**config.mk**
```make
export PLATFORM = sky130hd
export DESIGN_NAME = tfr_cell
export DESIGN_NICKNAME = d
export VERILOG_FILES = /design/src/hdl/tfr_pkg.sv /design/src/hdl/tfr_cell.sv
export SDC_FILE = /design/constraint.sdc
export NUM_CORES = 1
export LEC_CHECK = 0
export ABC_CLOCK_PERIOD_IN_PS = 3800
export CAP_MARGIN = 5
export CORE_AREA = 2 2 188 190
export CTS_CLUSTER_SIZE = 24
export DETAILED_ROUTE_END_ITERATION = 10
export DIE_AREA = 0 0 190 192
export DONT_BUFFER_PORTS = 1
export PLACE_DENSITY_LB_ADDON = 0.08
export RECOVER_POWER = 50
export SYNTH_ARGS = -nofsm -noshare
export SYNTH_HDL_FRONTEND = slang
export SYNTH_SLANG_ARGS = --single-unit
```
**constraint.sdc**
```tcl
create_clock -name i_clk -period 3.8 [get_ports i_clk]
set_input_delay 0.38 -clock i_clk [delete_from_list [all_inputs] [get_ports i_clk]]
set_output_delay 0.38 -clock i_clk [all_outputs]
set_load 0.03 [all_outputs]
```
**src/hdl/tfr_pkg.sv**
```systemverilog
package tfr_pkg;

    localparam int SEQ_W  = 63;
    localparam int TIME_W = 63;
    localparam int CFG_W  = 5;
    localparam int DROP_W = 32;

    typedef enum logic [2:0] {
        REQ_PUSH    = 3'd0,
        REQ_FIND    = 3'd1,
        REQ_CLOSEST = 3'd2,
        REQ_LATEST  = 3'd3,
        REQ_OLDEST  = 3'd4
    } t_req;

    typedef enum logic [1:0] {
        ST_IDLE,
        ST_SCAN,
        ST_FIN,
        ST_OUT
    } t_state;

    // per-cycle command to every cell of the chain
    typedef struct packed {
        logic push;   // shift toward older positions, new entry enters cell 0
        logic rot;    // rotate one place toward cell 0
    } t_cell_ctl;

    // query held for the length of a scan
    typedef struct packed {
        t_req              req;
        logic [SEQ_W-1:0]  key;
        logic [TIME_W-1:0] target;
        logic              past;
    } t_query;

endpackage

```
**src/hdl/tfr_cell.sv**
```systemverilog
module tfr_cell
    import tfr_pkg::*;
#(
    parameter int HANDLE_BITS = 32
) (
    input  logic                   i_clk,
    input  t_cell_ctl              i_ctl,
    input  logic [HANDLE_BITS-1:0] i_push_handle,
    input  logic [SEQ_W-1:0]       i_push_seq,
    input  logic [TIME_W-1:0]      i_push_time,
    input  logic [HANDLE_BITS-1:0] i_rot_handle,
    input  logic [SEQ_W-1:0]       i_rot_seq,
    input  logic [TIME_W-1:0]      i_rot_time,
    output logic [HANDLE_BITS-1:0] o_handle,
    output logic [SEQ_W-1:0]       o_seq,
    output logic [TIME_W-1:0]      o_time
);

    logic [HANDLE_BITS-1:0] r_handle;
    logic [SEQ_W-1:0]       r_seq;
    logic [TIME_W-1:0]      r_time;

    always_ff @(posedge i_clk) begin
        if (i_ctl.push) begin
            r_handle <= i_push_handle;
            r_seq    <= i_push_seq;
            r_time   <= i_push_time;
        end else if (i_ctl.rot) begin
            r_handle <= i_rot_handle;
            r_seq    <= i_rot_seq;
            r_time   <= i_rot_time;
        end
    end

    assign o_handle = r_handle;
    assign o_seq    = r_seq;
    assign o_time   = r_time;

endmodule

```
## Word-level counts from Yosys, hierarchy flattened

Index checks and enable logic that the tools add are counted.

- Input port bits: 319
- Bits in registers: 158

- Reductions and logical operators: 1
- Multiplexer cells: 6

Operators with widths:

| kind | count |
|---|---|
| $mux W63 | 4 |
| $mux W32 | 2 |
| $reduce_bool A2 Y1 | 1 |

## Depth between registers and ports, before layout

Gate-level depths: netlist (run 1).

- Depth in word-level cells: 2
- Depth in mapped cells: 4
- Mapped depth without buffers: 1

## Least setup slack after synthesis (run 1)

OpenSTA, ideal clock, no wires.

- Kind: input-to-reg
- Start point: input i_ctl[1] (netlist name)
- End point: register r_handle[0] (netlist: o_handle[0]) (enable)
- Required time: 3.349 ns
- Path buffers: 3
- Data arrival time: 2.681 ns
- Setup slack: 0.667 ns
- Stages: 4
- Path through: buf_6 buf_6 buf_6 or2_2

- Cells in the longest elaborated chain, start to end: 1

RTL lines:

| item | line | text |
|---|---|---|
| start, declared | tfr_cell.sv:7 | `input t_cell_ctl i_ctl,` |
| $reduce_bool A2 Y1 (no source line) | -- |  |
| end signal, assigned | tfr_cell.sv:25 | `r_handle <= i_push_handle;` |
| end signal, assigned | tfr_cell.sv:29 | `r_handle <= i_rot_handle;` |
| end, declared | tfr_cell.sv:19 | `logic [HANDLE_BITS-1:0] r_handle;` |

Every way passes these cells.
A chain may end at the register's enable or synchronous reset.

## Worst setup path after layout (run 1)

- Start point: input i_ctl[1] (netlist name)
- End point: register r_handle[7] (netlist: o_handle[7]) (enable)

The elaborated chain is that of the path after synthesis.

==> PnR_summary.wiki, run 1 <==
{| class="wikitable"
! Metric !! Value
|-
| Outcome || finished clean
|-
| Worst relative slew slack || 0.0349
|-
| Synthesized net count || 654
|-
| Post-route antenna net violation count || 0
|-
| Sequential fraction of the synthesis area || 0.670
|-
| Seq cells post-synth || 158
|-
| Synthesis-to-finish area growth || 9.24%
|-
| Longest individual stage delay on the worst path || 1.05 ns
|-
| Endpoint of the most critical setup path || o_handle[7]
|-
| # rows || 68
|-
| Setup TNS || 0 ns
|-
| Count of pins on the block boundary || 477
|-
| Yosys cell types || 6
|-
| Buffer cell driving the clock tree root || sky130_fd_sc_hd__clkbuf_16
|-
| Gp weighted congestion || 0.721
|-
| Leakage dissipation || 2.53 nW
|-
| Router iterations before antenna repair || 3
|-
| Residual DRC count || 0
|-
| Post-detailed-route wirelength per cell || 24.8 µm
|-
| Pin count of the biggest net entering global routing || 160
|-
| Top-count cell post-synth || sky130_fd_sc_hd__edfxtp_1
|-
| Critical path endpoint category || flip-flop
|-
| Crit. path cell count || 2
|-
| Height of the chip || 192 µm
|-
| Type of the worst setup path || input port to flip-flop
|-
| Post-synthesis instance total || 335
|-
| Maximum buffer depth of the clock tree || 2
|-
| Family with the most delay on the worst path || simple AND/OR/NAND/NOR gates
|-
| CP Buf/Inv Count || 1
|-
| CP Data Arrival Time || 1.98 ns
|-
| Fill count || 3573
|-
| Fin crit share || 0.504
|-
| Post-placement setup slack || 2.25 ns
|-
| Critical path data required time || 3.86 ns
|-
| Number of instances resized during post-cts repair || 0
|-
| Worst Setup SP || i_ctl[1]
|-
| Global route total overflow || 0
|-
| Post-CTS Hold Buffers || 0
|-
| Sequential cell area || 4740 µm²
|-
| GRT Util Overall || 0.102
|-
| Synth area leaders || sky130_fd_sc_hd__edfxtp_1, sky130_fd_sc_hd__mux2_4, sky130_fd_sc_hd__mux2_2
|-
| Maximum achievable frequency || 523 MHz
|-
| Power per Cell Area || 597 nW/µm²
|-
| Top-area cell type share of the netlist area || 0.670
|-
| Peak fanout along the critical path || 159
|-
| Violation count after the first detailed-routing iteration || 118
|-
| Multi-input gate area || 1790 µm²
|-
| Share of cells above drive strength 1 || 0.243
|-
| Number of clock buffers inserted by TritonCTS || 17
|-
| Number of nets in the finished design || 657
|-
| Share of async-settable or async-resettable flops after synthesis || 0
|-
| Kind of path behind the tightest hold check || input port to flip-flop
|-
| Cell area after technology mapping || 7080 µm²
|-
| Mean post-synth cell area || 21.1 µm²
|-
| Crit path max-delay cell type || sky130_fd_sc_hd__or2_0
|-
| Total Routed Length || 20000 µm
|-
| Vias in the first global route || 3511
|-
| Avg Vias per Cell || 3.89
|-
| Post CTS Setup Buffer Count || 0
|-
| Port Buffer Count || 0
|-
| Setup violation total in the final timing report || 0
|-
| Num Clock Sinks || 158
|-
| Max-cap violations || 0
|-
| Unrepaired setup endpoints after global routing || no
|-
| Ys flop type || sky130_fd_sc_hd__edfxtp_1
|-
| Cell-by-cell trace of the critical path || or2_0 > buf_12
|-
| Starting density of the core || 0.207
|-
| Number of enable-type register cells in the synthesized netlist || 158
|-
| Final Slew Violations || 0
|-
| Worst-path clk slew || 0.07 ns
|-
| Full die area || 36500 µm²
|-
| Initial antenna violation count || 6
|-
| Placed wire-length estimate after detailed placement || 15000 µm
|-
| Transition time at the pin with the least slew margin || 1.45 ns
|-
| CTS H-tree lvls || 4
|-
| Core area || 34300 µm²
|-
| VDD IR max || 0.284 mV
|-
| Fin. Hold Viols || 0
|-
| Startpoint class of the critical path || input port
|-
| Die boundary width || 190 µm
|-
| Worst-case setup margin in the final layout || 1.89 ns
|-
| Global-route wire length before repair || 25500 µm
|-
| Number of warnings issued by yosys || 0
|-
| Final period demand of the worst path || 1.91 ns
|-
| Largest area contributor in the synthesized netlist || sky130_fd_sc_hd__edfxtp_1
|-
| Number of vias in the routed layout || 3133
|-
| Post-synth top cells || sky130_fd_sc_hd__edfxtp_1, sky130_fd_sc_hd__mux2_4, sky130_fd_sc_hd__mux2_2
|-
| TritonCTS clock tree || yes
|}
-- layer usage --
| layer | part of all wire | GRT usage | wire [µm] |
|---|---|---|---|
| met5 | 0.00065 | 0 | 13 |
| met4 | 0.017 | 0.0391 | 335 |
| met3 | 0.11 | 0.0539 | 2270 |
| met2 | 0.52 | 0.187 | 10400 |
| met1 | 0.35 | 0.0966 | 6930 |
-- flip-flops by register name, indices dropped and copies added (netlist names) --
register	cells
o_handle	32
o_seq	63
o_time	63
-- area by class of cell --
cell class                      instances  area share
Multi-Input combinational cell        159       0.231
Tap cell                              455      0.0736
Antenna cell                            1    0.000323
Sequential cell                       158       0.613
Clock inverter                         13      0.0215
Clock buffer                           18      0.0555
Timing Repair Buffer                    2     0.00517
-- kinds of logic (layout without fill, tap and decap cells) --
kind of cell	count (synthesis)	count (layout)	synth area share
mux	158	158	0.304
flops	158	158	0.670
buf+inv	18	33	0.0251
simple gates	1	1	0.000884
other cells	0	1	0
-- how the worst min path moves through the flow --
stage,endpoint,startpoint,slack (ns),cells after the start
after floorplan,o_handle[0],i_push_handle[0],0.60,1
after detailed placement,o_handle[15],i_push_handle[15],0.60,1
after CTS,o_seq[2],i_rot_seq[2],0.13,1
final,o_seq[13],i_rot_seq[13],0.15,1
after global routing,o_seq[2],i_rot_seq[2],0.12,1
after global placement,o_time[57],i_push_time[57],0.60,1
-- per-stage QoR --
step / util / instance area (µm²) / hold WS (ns) / cells / total power [mW]
2_1_floorplan: - / 7080 / 0.597 / 335 / 2.89
3_3_place_gp: 0.219 / 7520 / 0.600 / 774 / 2.97
3_5_place_dp: 0.219 / 7520 / 0.600 / 774 / 2.96
4_1_cts: 0.237 / 8110 / 0.132 / 805 / 4.79
5_1_grt: 0.226 / 7740 / 0.121 / 806 / 4.81
6_report: 0.226 / 7740 / 0.152 / 806 / 4.62
-- power by group --
| group | total (mW) | switching [mW] | internal (mW) |
|---|---|---|---|
| clock | 1.78 | 0.747 | 1.03 |
| sequential | 2.66 | 0.495 | 2.16 |
| combinational | 0.182 | 0.0797 | 0.102 |
| total | 4.62 | 1.32 | 3.30 |
-- cells in the final DEF, fill, tap and decap left out, drive strengths merged --
master	instances
inv	2
diode	1
bufinv	3
mux2	158
buf	2
or2	1
edfxtp	158
clkbuf	18
clkinv	3
clkinvlp	5
No activity file was read; power rests on OpenSTA's default activity.
==> run 2: changes to the inputs <==
ABC_AREA = 1   (was unset)
ABC_CLOCK_PERIOD_IN_PS = 1850   (was 3800)
CORE_AREA = 2 2 184 186   (was 2 2 188 190)
DIE_AREA = 0 0 186 188   (was 0 0 190 192)
clock period = 1.85 ns   (was 3.8 ns; I/O delays follow)
==> run 2 against run 1 <==
  * The run now fails in clock tree synthesis (4_1_cts)
  * Synthesized cell count up 100%
  * Area after synthesis down 3.6%
==> PnR_summary.wiki, run 2 <==
{| class="wikitable"
! Metric !! Value
|-
| Number of enable-type register cells in the synthesized netlist || 158
|-
| Post-synthesis instance total || 669
|-
| Post-CTS Hold Buffers || 225
|-
| Num Clock Sinks || 158
|-
| Sequential fraction of the synthesis area || 0.695
|-
| Mean post-synth cell area || 10.2 µm²
|-
| Largest area contributor in the synthesized netlist || sky130_fd_sc_hd__edfxtp_1
|-
| Top-area cell type share of the netlist area || 0.695
|-
| Number of instances resized during post-cts repair || 0
|-
| Number of clock buffers inserted by TritonCTS || 17
|-
| Share of async-settable or async-resettable flops after synthesis || 0
|-
| Buffer cell driving the clock tree root || sky130_fd_sc_hd__clkbuf_16
|-
| Synthesized net count || 988
|-
| Seq cells post-synth || 158
|-
| Count of pins on the block boundary || 477
|-
| Number of warnings issued by yosys || 0
|-
| Post-synth top cells || sky130_fd_sc_hd__nand2_1, sky130_fd_sc_hd__edfxtp_1, sky130_fd_sc_hd__buf_6
|-
| # rows || 67
|-
| CTS H-tree lvls || 4
|-
| Starting density of the core || 0.206
|-
| Maximum buffer depth of the clock tree || 2
|-
| Synth area leaders || sky130_fd_sc_hd__edfxtp_1, sky130_fd_sc_hd__nand2_1, sky130_fd_sc_hd__buf_6
|-
| Port Buffer Count || 0
|-
| Gp weighted congestion || 0.773
|-
| Ys flop type || sky130_fd_sc_hd__edfxtp_1
|-
| Outcome || did not finish
|-
| Last flow stage reached || clock tree synthesis (4_1_cts)
|-
| Height of the chip || 188 µm
|-
| Stop err || [ERROR RSZ-0060] Max buffer count reached.
|-
| Placed Instances || 1094
|-
| Placed wire-length estimate after detailed placement || 15400 µm
|-
| Yosys cell types || 7
|-
| Die boundary width || 186 µm
|-
| Top-count cell post-synth || sky130_fd_sc_hd__nand2_1
|-
| Cell area after technology mapping || 6830 µm²
|-
| Post CTS Setup Buffer Count || 0
|}
==> run 2: cell count changes after synthesis <==
cell                      change
sky130_fd_sc_hd__inv_4        +1
sky130_fd_sc_hd__buf_4       +13
sky130_fd_sc_hd__mux2_4     -100
sky130_fd_sc_hd__buf_2        +4
sky130_fd_sc_hd__mux2_2      -58
sky130_fd_sc_hd__nand2_1    +474
==> run 2: logic make-up after synthesis <==
family	synth area share
buf+inv	0.0441
simple gates	0.261
flops	0.695
==> run 2: stage by stage <==
stage                     area (µm²)  setup TNS, ns  worst slack (ns)
after floorplan                 6840         -22.63            -0.143
after global placement          7260              0             0.599
after detailed placement        7260              0             0.580
==> run 3: changes to the inputs <==
CTS_CLUSTER_SIZE = unset   (was 24)
PLACE_DENSITY_LB_ADDON = 0.15   (was 0.08)
==> run 3 against run 2 <==
  * Area after synthesis is the same
  * The run again fails in clock tree synthesis (4_1_cts)
  * Synthesized cell count is the same
==> PnR_summary.wiki, run 3 <==
{| class="wikitable"
! Metric !! Value
|-
| Largest area contributor in the synthesized netlist || sky130_fd_sc_hd__edfxtp_1
|-
| Yosys cell types || 7
|-
| Synthesized net count || 988
|-
| Port Buffer Count || 0
|-
| Num Clock Sinks || 158
|-
| Stop err || [ERROR RSZ-0060] Max buffer count reached.
|-
| Die boundary width || 186 µm
|-
| Seq cells post-synth || 158
|-
| Synth area leaders || sky130_fd_sc_hd__edfxtp_1, sky130_fd_sc_hd__nand2_1, sky130_fd_sc_hd__buf_6
|-
| Height of the chip || 188 µm
|-
| Top-count cell post-synth || sky130_fd_sc_hd__nand2_1
|-
| Starting density of the core || 0.206
|-
| Cell area after technology mapping || 6830 µm²
|-
| Last flow stage reached || clock tree synthesis (4_1_cts)
|-
| Number of warnings issued by yosys || 0
|-
| Share of async-settable or async-resettable flops after synthesis || 0
|-
| Count of pins on the block boundary || 477
|-
| Number of clock buffers inserted by TritonCTS || 17
|-
| Post-CTS Hold Buffers || 227
|-
| Outcome || did not finish
|-
| Number of instances resized during post-cts repair || 0
|-
| Maximum buffer depth of the clock tree || 2
|-
| Mean post-synth cell area || 10.2 µm²
|-
| Placed wire-length estimate after detailed placement || 15300 µm
|-
| Ys flop type || sky130_fd_sc_hd__edfxtp_1
|-
| # rows || 67
|-
| Post CTS Setup Buffer Count || 0
|-
| Sequential fraction of the synthesis area || 0.695
|-
| Post-synthesis instance total || 669
|-
| Top-area cell type share of the netlist area || 0.695
|-
| Post-synth top cells || sky130_fd_sc_hd__nand2_1, sky130_fd_sc_hd__edfxtp_1, sky130_fd_sc_hd__buf_6
|-
| CTS H-tree lvls || 4
|-
| DP Area || 7220 µm²
|-
| Number of enable-type register cells in the synthesized netlist || 158
|-
| Gp weighted congestion || 0.783
|-
| Buffer cell driving the clock tree root || sky130_fd_sc_hd__clkbuf_16
|}
-- run 3: stage by stage --
| step | instances | utilization | worst slack (ns) | hold slack (ns) |
|---|---|---|---|---|
| floorplan | 669 | - | -0.143 | 0.364 |
| global placement | 1092 | 0.218 | 0.622 | 0.364 |
| detailed placement | 1092 | 0.218 | 0.620 | 0.370 |
-- run 3: kinds of logic after synthesis --
family,Yosys count,synth area share
and+or+nand+nor,475,0.261
buffers and inverters,36,0.0441
DFF,158,0.695
